[src/sha256_pkg.sv]
package sha256_pkg;

    localparam logic [31:0] K_TABLE [64] = '{
        32'h428a2f98, 32'h71374491, 32'hb5c0fbcf, 32'he9b5dba5, 32'h3956c25b, 32'h59f111f1,
        32'h923f82a4, 32'hab1c5ed5, 32'hd807aa98, 32'h12835b01, 32'h243185be, 32'h550c7dc3,
        32'h72be5d74, 32'h80deb1fe, 32'h9bdc06a7, 32'hc19bf174, 32'he49b69c1, 32'hefbe4786,
        32'h0fc19dc6, 32'h240ca1cc, 32'h2de92c6f, 32'h4a7484aa, 32'h5cb0a9dc, 32'h76f988da,
        32'h983e5152, 32'ha831c66d, 32'hb00327c8, 32'hbf597fc7, 32'hc6e00bf3, 32'hd5a79147,
        32'h06ca6351, 32'h14292967, 32'h27b70a85, 32'h2e1b2138, 32'h4d2c6dfc, 32'h53380d13,
        32'h650a7354, 32'h766a0abb, 32'h81c2c92e, 32'h92722c85, 32'ha2bfe8a1, 32'ha81a664b,
        32'hc24b8b70, 32'hc76c51a3, 32'hd192e819, 32'hd6990624, 32'hf40e3585, 32'h106aa070,
        32'h19a4c116, 32'h1e376c08, 32'h2748774c, 32'h34b0bcb5, 32'h391c0cb3, 32'h4ed8aa4a,
        32'h5b9cca4f, 32'h682e6ff3, 32'h748f82ee, 32'h78a5636f, 32'h84c87814, 32'h8cc70208,
        32'h90befffa, 32'ha4506ceb, 32'hbef9a3f7, 32'hc67178f2
    };

    localparam logic [31:0] H_INIT [8] = '{
        32'h6a09e667, 32'hbb67ae85, 32'h3c6ef372, 32'ha54ff53a,
        32'h510e527f, 32'h9b05688c, 32'h1f83d9ab, 32'h5be0cd19
    };

    localparam logic [7:0] PAD_BYTE  = 8'h80;
    localparam logic [5:0] LEN_START = 6'd56;
    localparam int         QDEPTH    = 2;

    // request from front to back: one byte event
    typedef struct packed {
        logic [7:0] data;
        logic       valid;
        logic       last;
    } t_req;

    typedef enum logic [2:0] {
        ST_FILL,
        ST_PAD,
        ST_ROUND,
        ST_FOLD,
        ST_EMIT
    } t_state;

    function automatic logic [31:0] rotr(input logic [31:0] x, input int n);
        rotr = (x >> n) | (x << (32 - n));
    endfunction

endpackage

[src/sha256_front.sv]
module sha256_front (
    input  logic               i_clk,
    input  logic               i_rst_n,
    input  logic [7:0]         i_data_byte,
    input  logic               i_byte_valid,
    input  logic               i_is_last,
    input  logic               i_valid,
    output logic               o_stall,
    output sha256_pkg::t_req   o_req,
    output logic               o_req_valid,
    input  logic               i_req_pop
);

    sha256_pkg::t_req r_q [sha256_pkg::QDEPTH];
    logic             r_wp, r_rp;
    logic [1:0]       r_cnt;
    logic             w_push, w_pop;

    // items with no byte and no last are dropped here
    assign o_stall     = (r_cnt == 2'(sha256_pkg::QDEPTH));
    assign w_push      = i_valid && !o_stall && (i_byte_valid || i_is_last);
    assign w_pop       = i_req_pop && (r_cnt != 2'd0);
    assign o_req_valid = (r_cnt != 2'd0);
    assign o_req       = r_q[r_rp];

    always_ff @(posedge i_clk) begin
        if (w_push) begin
            r_q[r_wp] <= '{data: i_data_byte, valid: i_byte_valid, last: i_is_last};
        end
        if (!i_rst_n) begin
            r_wp  <= 1'b0;
            r_rp  <= 1'b0;
            r_cnt <= 2'd0;
        end else begin
            if (w_push) r_wp <= ~r_wp;
            if (w_pop)  r_rp <= ~r_rp;
            r_cnt <= r_cnt + 2'(w_push) - 2'(w_pop);
        end
    end

endmodule

[src/sha256_back.sv]
module sha256_back (
    input  logic             i_clk,
    input  logic             i_rst_n,
    input  sha256_pkg::t_req i_req,
    input  logic             i_req_valid,
    output logic             o_req_pop,
    output logic [31:0]      o_digest_word,
    output logic [2:0]       o_word_index,
    output logic             o_last_word,
    output logic             o_length_error,
    output logic             o_valid,
    input  logic             i_stall
);

    sha256_pkg::t_state r_st, n_st;
    logic [31:0] r_h [8];
    logic [31:0] r_v [8];
    logic [31:0] r_w [16];
    logic [5:0]  r_fill;
    logic [63:0] r_total;
    logic        r_ovf;
    logic [5:0]  r_rnd;
    logic        r_final;
    logic        r_second;
    logic        r_pad_head;
    logic [2:0]  r_oidx;

    logic        w_take, w_add, w_full_byte;
    logic [31:0] w_wt, w_s0, w_s1, w_t1, w_t2, w_e, w_a;
    logic [63:0] w_bits;
    logic [7:0]  w_pbyte;
    logic [5:0]  w_ppos;

    assign w_bits = {r_total[60:0], 3'b000};

    always_comb begin
        o_req_pop = (r_st == sha256_pkg::ST_FILL) && i_req_valid;
        o_valid   = (r_st == sha256_pkg::ST_EMIT);
    end

    assign w_take      = o_req_pop;
    assign w_add       = w_take && i_req.valid && (r_total != '1);
    assign w_full_byte = w_add && (r_fill == 6'd63);
    assign w_ppos      = w_add ? r_fill + 6'd1 : r_fill;

    // padding byte at current fill position
    always_comb begin
        if (r_pad_head) begin
            w_pbyte = sha256_pkg::PAD_BYTE;
        end else if (r_fill >= sha256_pkg::LEN_START && !r_second) begin
            w_pbyte = 8'h00;
        end else if (r_fill >= sha256_pkg::LEN_START) begin
            w_pbyte = w_bits[8 * (6'd63 - r_fill) +: 8];
        end else begin
            w_pbyte = 8'h00;
        end
    end

    // message schedule runs in the 16-word window
    assign w_wt = r_w[0];
    assign w_s0 = sha256_pkg::rotr(r_w[1], 7) ^ sha256_pkg::rotr(r_w[1], 18) ^ (r_w[1] >> 3);
    assign w_s1 = sha256_pkg::rotr(r_w[14], 17) ^ sha256_pkg::rotr(r_w[14], 19)
                ^ (r_w[14] >> 10);
    assign w_e  = r_v[4];
    assign w_a  = r_v[0];
    assign w_t1 = r_v[7] + (sha256_pkg::rotr(w_e, 6) ^ sha256_pkg::rotr(w_e, 11)
                ^ sha256_pkg::rotr(w_e, 25)) + ((w_e & r_v[5]) ^ (~w_e & r_v[6]))
                + sha256_pkg::K_TABLE[r_rnd] + w_wt;
    assign w_t2 = (sha256_pkg::rotr(w_a, 2) ^ sha256_pkg::rotr(w_a, 13)
                ^ sha256_pkg::rotr(w_a, 22)) + ((w_a & r_v[1]) ^ (w_a & r_v[2])
                ^ (r_v[1] & r_v[2]));

    always_comb begin
        n_st = r_st;
        case (r_st)
            sha256_pkg::ST_FILL: begin
                if (w_full_byte) n_st = sha256_pkg::ST_ROUND;
                else if (w_take && i_req.last) n_st = sha256_pkg::ST_PAD;
            end
            sha256_pkg::ST_PAD:   if (r_fill == 6'd63) n_st = sha256_pkg::ST_ROUND;
            sha256_pkg::ST_ROUND: if (r_rnd == 6'd63) n_st = sha256_pkg::ST_FOLD;
            sha256_pkg::ST_FOLD: begin
                if (!r_final) n_st = sha256_pkg::ST_FILL;
                else if (r_second) n_st = sha256_pkg::ST_EMIT;
                else n_st = sha256_pkg::ST_PAD;
            end
            sha256_pkg::ST_EMIT:
                if (!i_stall && r_oidx == 3'd7) n_st = sha256_pkg::ST_FILL;
            default: n_st = sha256_pkg::ST_FILL;
        endcase
    end

    always_comb begin
        o_digest_word  = r_h[r_oidx];
        o_word_index   = r_oidx;
        o_last_word    = (r_oidx == 3'd7);
        o_length_error = r_ovf;
    end

    always_ff @(posedge i_clk) begin
        case (r_st)
            sha256_pkg::ST_FILL: begin
                if (w_add) begin
                    r_w[r_fill[5:2]][8 * (3 - r_fill[1:0]) +: 8] <= i_req.data;
                end
                if (w_full_byte) begin
                    for (int i = 0; i < 8; i++) r_v[i] <= r_h[i];
                end
            end
            sha256_pkg::ST_PAD: begin
                r_w[r_fill[5:2]][8 * (3 - r_fill[1:0]) +: 8] <= w_pbyte;
                if (r_fill == 6'd63) begin
                    for (int i = 0; i < 8; i++) r_v[i] <= r_h[i];
                end
            end
            sha256_pkg::ST_ROUND: begin
                for (int i = 0; i < 15; i++) r_w[i] <= r_w[i + 1];
                r_w[15] <= r_w[0] + w_s0 + r_w[9] + w_s1;
                r_v[7] <= r_v[6];
                r_v[6] <= r_v[5];
                r_v[5] <= r_v[4];
                r_v[4] <= r_v[3] + w_t1;
                r_v[3] <= r_v[2];
                r_v[2] <= r_v[1];
                r_v[1] <= r_v[0];
                r_v[0] <= w_t1 + w_t2;
            end
            default: ;
        endcase

        if (!i_rst_n) begin
            r_st       <= sha256_pkg::ST_FILL;
            r_fill     <= 6'd0;
            r_total    <= 64'd0;
            r_ovf      <= 1'b0;
            r_rnd      <= 6'd0;
            r_final    <= 1'b0;
            r_second   <= 1'b0;
            r_pad_head <= 1'b0;
            r_oidx     <= 3'd0;
            for (int i = 0; i < 8; i++) r_h[i] <= sha256_pkg::H_INIT[i];
        end else begin
            r_st <= n_st;
            case (r_st)
                sha256_pkg::ST_FILL: begin
                    if (w_take && i_req.valid && !w_add) r_ovf <= 1'b1;
                    if (w_add) r_total <= r_total + 64'd1;
                    r_rnd <= 6'd0;
                    if (w_full_byte) begin
                        r_fill     <= 6'd0;
                        r_final    <= i_req.last;
                        r_second   <= 1'b0;
                        r_pad_head <= i_req.last;
                    end else if (w_take && i_req.last) begin
                        // pad byte goes in at fill; then zeros / length
                        r_fill     <= w_ppos;
                        r_final    <= 1'b1;
                        r_second   <= (w_ppos < sha256_pkg::LEN_START);
                        r_pad_head <= 1'b1;
                    end else if (w_add) begin
                        r_fill <= r_fill + 6'd1;
                    end
                end
                sha256_pkg::ST_PAD: begin
                    r_fill     <= r_fill + 6'd1;
                    r_pad_head <= 1'b0;
                end
                sha256_pkg::ST_ROUND: begin
                    r_rnd <= r_rnd + 6'd1;
                end
                sha256_pkg::ST_FOLD: begin
                    for (int i = 0; i < 8; i++) r_h[i] <= r_h[i] + r_v[i];
                    r_rnd <= 6'd0;
                    if (r_final && !r_second) begin
                        // length goes in a fresh block
                        r_second <= 1'b1;
                        r_fill   <= 6'd0;
                    end
                end
                sha256_pkg::ST_EMIT: begin
                    if (!i_stall) begin
                        r_oidx <= r_oidx + 3'd1;
                        if (r_oidx == 3'd7) begin
                            r_fill   <= 6'd0;
                            r_total  <= 64'd0;
                            r_ovf    <= 1'b0;
                            r_final  <= 1'b0;
                            r_second <= 1'b0;
                            for (int i = 0; i < 8; i++) r_h[i] <= sha256_pkg::H_INIT[i];
                        end
                    end
                end
                default: ;
            endcase
        end
    end

endmodule

[src/sha256_stream_hasher_core.sv]
// SHA-256 over a byte stream, one byte per request. A request with a byte is
// taken while a block fills; the 64th byte of a block starts a compression of
// 64 rounds plus one fold step, one round per cycle in a single round unit,
// during which new requests wait in a two-entry queue. A request with last
// pads (pad byte, zeros, bit length, one byte per cycle up to the block end),
// runs one or two compressions, then presents the digest as eight words, index 0
// first, all carrying the sticky length overflow flag; the hasher then returns
// to the initial hash values. A request with neither byte nor last is discarded.
module sha256_stream_hasher_core (
    input  logic        i_clk,
    input  logic        i_rst_n,
    input  logic [7:0]  i_data_byte,
    input  logic        i_byte_valid,
    input  logic        i_is_last,
    input  logic        i_valid,
    output logic        o_stall,
    output logic [31:0] o_digest_word,
    output logic [2:0]  o_word_index,
    output logic        o_last_word,
    output logic        o_length_error,
    output logic        o_valid,
    input  logic        i_stall
);

    sha256_pkg::t_req w_req;
    logic             w_req_valid, w_req_pop;

    sha256_front u_front (
        .i_clk        (i_clk),
        .i_rst_n      (i_rst_n),
        .i_data_byte  (i_data_byte),
        .i_byte_valid (i_byte_valid),
        .i_is_last    (i_is_last),
        .i_valid      (i_valid),
        .o_stall      (o_stall),
        .o_req        (w_req),
        .o_req_valid  (w_req_valid),
        .i_req_pop    (w_req_pop)
    );

    sha256_back u_back (
        .i_clk          (i_clk),
        .i_rst_n        (i_rst_n),
        .i_req          (w_req),
        .i_req_valid    (w_req_valid),
        .o_req_pop      (w_req_pop),
        .o_digest_word  (o_digest_word),
        .o_word_index   (o_word_index),
        .o_last_word    (o_last_word),
        .o_length_error (o_length_error),
        .o_valid        (o_valid),
        .i_stall        (i_stall)
    );

endmodule
[config.mk]
export PLATFORM = sky130hd
export DESIGN_NAME = sha256_stream_hasher_core
export DESIGN_NICKNAME = d
export VERILOG_FILES = /design/src/sha256_pkg.sv /design/src/sha256_front.sv /design/src/sha256_back.sv /design/src/sha256_stream_hasher_core.sv
export SDC_FILE = /design/constraint.sdc
export NUM_CORES = 2
export LEC_CHECK = 0
export ABC_CLOCK_PERIOD_IN_PS = 21500
export BUFFER_PORTS_ARGS = -buffer_cell sky130_fd_sc_hd__buf_2
export CORE_MARGIN = 2
export CORE_UTILIZATION = 65
export CTS_CLUSTER_SIZE = 28
export DETAILED_ROUTE_END_ITERATION = 10
export GPL_TIMING_DRIVEN = 0
export PLACE_DENSITY = 0.81
export SYNTH_ARGS = -nofsm -noshare
export SYNTH_HDL_FRONTEND = slang
export SYNTH_SLANG_ARGS = --single-unit
export TNS_END_PERCENT = 5
[constraint.sdc]
create_clock -name i_clk -period 21.5 [get_ports i_clk]
set_input_delay 1.075 -clock i_clk [delete_from_list [all_inputs] [get_ports i_clk]]
set_output_delay 1.075 -clock i_clk [all_outputs]
set_load 0.005 [all_outputs]
==> results <==
- The flow ran to the end, but the final reports show violations.
- The checks that failed: design-rule violations, max-capacitance violations, max-slew violations.
- The met1 global-route usage is 60.7%.
- Setup slack on the worst reg-to-reg path comes out at 8.40 ns.
- The TritonCTS clock tree is yes.
- The library cells used most frequently in the layout, excluding fill and tap cells, are sky130_fd_sc_hd__nand2_1 (1035), sky130_fd_sc_hd__edfxtp_1 (916), sky130_fd_sc_hd__a21o_1 (709).
- Along the worst hold path, the cell count comes to 1.
- The delay of the slowest cell on the worst path is 1.22 ns.
- For this run, asynchronously set or reset flops after synthesis account for 0%.
- The count of clock tree sinks is 1138.
- The category of the worst setup path capture point is a flip-flop.
- The synthesized design contains 916 enable-type register cells.
- The number of global-route vias before repair is 60500.
- The number of pins with negative max-slew slack in the final report came to 57.
- The number of clock buffers added by TritonCTS is 118.
- The number of buffer cells added on primary ports is 52.
- Once detail routing completed, the nets flagged for antenna violations numbered 0.
- The leakage component of the power is 34.3 nW.
- The reg-to-reg critical path startpoint is u_back.r_rnd[1].
- The clock skew is 0.0880 ns.
- The cell count after synthesis came out at 7305.
- The area growth from synthesis to layout is 8.60%.
- The worst-case hold path end point is u_front.r_q[0][9].
- The length in cells of the worst reg-to-reg path is 41.
- The largest buffer count on any clock path is 3.
- The number of failing hold endpoints at the final stage is 0.
- The time the final worst path needs with I/O delays and setup is 13.10 ns.
- The number of instances resized during post-cts repair is 0.
- The worst setup path is of the reg -> reg kind.
- Once placement completed, the tool counted placed cells totaling 8886.
- Summed over all layers, the routed wires come to 288 mm.
- In the global route stage, met2 resource usage came out at 70.0%.
- After synthesis, the netlist uses 106 different library cells.
- The pin count of the biggest net entering global routing is 62.
- The detailed router finished its first iteration with 10100 violations.
- Global routing consumed, over all layers together, 48.5% of the routing resources.
- The routed layout has 63500 vias.
- For this design the ratio of total power to cell area is 87.5 mW/mm².
- Across the VDD grid, the largest voltage drop is 0.124 mV.
- The mean routed wirelength per cell is 31.6 µm.
- The first TritonRoute pass finished after 10 iterations.
- Global routing finished with a remaining overflow of 0.
- The class of the most critical hold timing path is in -> reg.
- The remaining design rule violation count is 2.
- The post-detailed-placement half-perimeter wirelength is 217 mm.
- At the worst endpoint, the arrival time is 13.64 ns.
- Measured along the y axis, the die boundary spans 343 µm.
- The area of the core is 0.114 mm².
- The slowest cell on the critical path is sky130_fd_sc_hd__xnor2_1.
- The starting utilization of the core area is 65.4%.
- Setup violations remaining at the end of the flow were counted as 0.
- The sequential element share of the synthesized area is 42.8%.
- The last weighted congestion value of the routability-driven placer is 1.10.
- The most common library cell in the layout ignoring fill and taps is sky130_fd_sc_hd__nand2_1.
- At the pin with the least slew margin, the transition time is 1.60 ns.
- STA puts the critical path data required time at 22.04 ns.
- The register bit count reported by yosys is 1138.
- The endpoint of the most critical register-to-register path is u_back.r_v[0][29].
- The H-tree was split into 3 levels.
- The finished layout holds 9119 standard cells, fillers aside.
- The number of nets in the final layout is 8106.
- The beginning of the critical path is u_back.r_rnd[1].
- The latest clock arrival within the worst-skew pair is 0.84 ns.
- Clock-pin slew was measured on the worst setup and hold paths at 0.08 ns.
- Setup repair after global routing left no endpoint under its margin.
- The main flop type after synthesis is sky130_fd_sc_hd__edfxtp_1.
- STA classifies the critical path startpoint as a flip-flop.
- The share of cells above drive strength 1 is 6.62%.
- The root buffer cell chosen for the clock tree is sky130_fd_sc_hd__clkbuf_16.
- The boundary pin count is 53.
- The die extent in x is 343 µm.
- The busiest layer in global routing is met2.
- The initial antenna violation count is 17.
- The worst-case headroom to the max-slew limit is -7.30%.
- The warning count from the yosys run is 0.
- The die covers 0.118 mm².
- The number of max-capacitance violations reported is 8.
- The hold-fix buffer count after cts is 0.
- The average vias per placed instance is 6.96.
- In the finished design, the share of the clock period the worst path needs comes to 60.9%.
- For this run, the top clock speed supported by timing is 76.3 MHz.
- Global routing consumed, on the met3 layer, 15.3% of the routing resources.
- The total nets after synthesis is 7915.
- The worst-case hold slack is 0.437 ns.
- After clock tree synthesis, the setup repair step added 0 buffers.
- The global-route wire length before repair is 410 mm.
- Of all nets on the critical path, the largest fanout is 15.
- The filler cell count in the final layout is 8320.
- The standard-cell row count is 124.
- The hold path startpoint is i_data_byte[7].
- The netlist area before placement is 0.0747 mm².
- Each instance of the synthesized netlist takes up on average 10.2 µm².
sequential cells by signal (all words and copies together), names as in the netlist, 2 cells and up, named ones only:
signal / count
u_back.r_total: 64
u_back.o_word_index: 3
u_front.r_q: 20
u_back.r_st: 3
u_back.r_fill: 6
u_back.r_h: 256
u_back.r_w: 512
u_back.r_rnd: 6
u_front.r_cnt: 2
u_back.r_v: 256
synth_stat cells, drive strengths merged (9+ instances only):
cell type / count / area (µm²)
and4: 22 / 195
nor2b: 70 / 445
mux2: 50 / 563
a21boi: 18 / 139
nand3: 115 / 586
a211oi: 90 / 758
nand2b: 66 / 413
fa: 195 / 3900
and2: 37 / 231
a2111oi: 10 / 125
a311oi: 21 / 190
xnor2: 400 / 3500
or2: 23 / 144
maj3: 24 / 240
a221oi: 19 / 173
edfxtp: 916 / 27500
inv: 287 / 1080
a211o: 13 / 114
a31oi: 49 / 319
nor2: 371 / 1400
xor2: 225 / 1970
nand3b: 11 / 82.6
buf: 66 / 285
clkbuf: 334 / 1250
o311ai: 14 / 130
nand2: 1035 / 3880
dfxtp: 222 / 4440
a21o: 709 / 5320
ha: 401 / 5020
o21a: 56 / 420
and3: 42 / 268
a31o: 9 / 78.8
mux2i: 41 / 410
nor3: 114 / 587
o31ai: 34 / 269
o211ai: 54 / 405
mux4: 81 / 1830
o21bai: 44 / 330
or3: 37 / 241
o21ai: 427 / 2140
a21oi: 407 / 2060
nand4: 37 / 238
stage by stage:
| step | setup WS (ns) | instance area [µm²] | util, % | setup TNS (ns) | power (mW) |
|---|---|---|---|---|---|
| 6_report | 8.40 | 81100 | 71.0 | 0 | 7.10 |
| 5_1_grt | 8.13 | 81100 | 71.0 | 0 | 7.30 |
| 4_1_cts | 9.11 | 81000 | 71.0 | 0 | 6.96 |
| 3_5_place_dp | 9.15 | 77200 | 67.6 | 0 | 4.89 |
| 3_3_place_gp | -7.98 | 76800 | 67.3 | -1786.99 | 4.82 |
| 2_1_floorplan | 3.14 | 74700 | - | 0 | 4.20 |
worst max-delay path by stage:
stage / to / slack, ns / cells after the start
2_1_floorplan: u_back.r_st[1] / 3.14 / 9
3_3_place_gp: u_back.r_v[0][50] / -7.98 / 8
3_5_place_dp: u_back.r_v[0][29] / 9.15 / 41
4_1_cts: u_back.r_v[0][29] / 9.11 / 41
5_1_grt: u_back.r_v[0][31] / 8.13 / 41
6_report: u_back.r_v[0][29] / 8.40 / 41
where the power goes:
group / internal, mW / switching, mW / leakage, nW / total (mW)
logic: 0.921 / 1.50 / 22.7 / 2.42
clock network: 1.15 / 0.964 / 1.89 / 2.11
registers: 2.51 / 0.0497 / 9.76 / 2.56
critical path: cells and delay by family, from the launching register on:
family          cells  cell delay (ns)
fa+ha+maj           8             3.34
compound gates     15             3.29
simple gates        9             2.32
buf+inv             7             1.79
xor+xnor            2             1.39
flops               1             0.69
area by class of cell:
type | instances | area (µm²) | area share (%)
Tap cell | 1512 | 1890 | 2.33
Clock buffer | 152 | 3140 | 3.87
Multi-Input combinational cell | 5477 | 40100 | 49.5
Clock inverter | 72 | 732 | 0.903
Antenna cell | 7 | 17.5 | 0.0216
Sequential cell | 1138 | 32000 | 39.4
Inverter | 290 | 1090 | 1.35
Timing Repair Buffer | 71 | 571 | 0.704
Buffer | 400 | 1540 | 1.90
routing by layer:
layer / vias to the layer above / part of all wire [%]
li1: 26700 / -
met1: 30500 / 35
met2: 5043 / 42
met3: 1273 / 14
met4: 10 / 9.8
met5: - / 0.081
kinds of logic after synthesis:
| group | Yosys count | share of synthesized area [%] |
|---|---|---|
| compound gates | 2054 | 18.4 |
| xor+xnor | 625 | 7.33 |
| fa+ha+maj | 620 | 12.3 |
| buf+inv | 690 | 3.52 |
| flops | 1138 | 42.8 |
| mux | 172 | 3.75 |
| simple gates | 2006 | 12.0 |
Note: power is estimated with default switching activity, not from simulation.
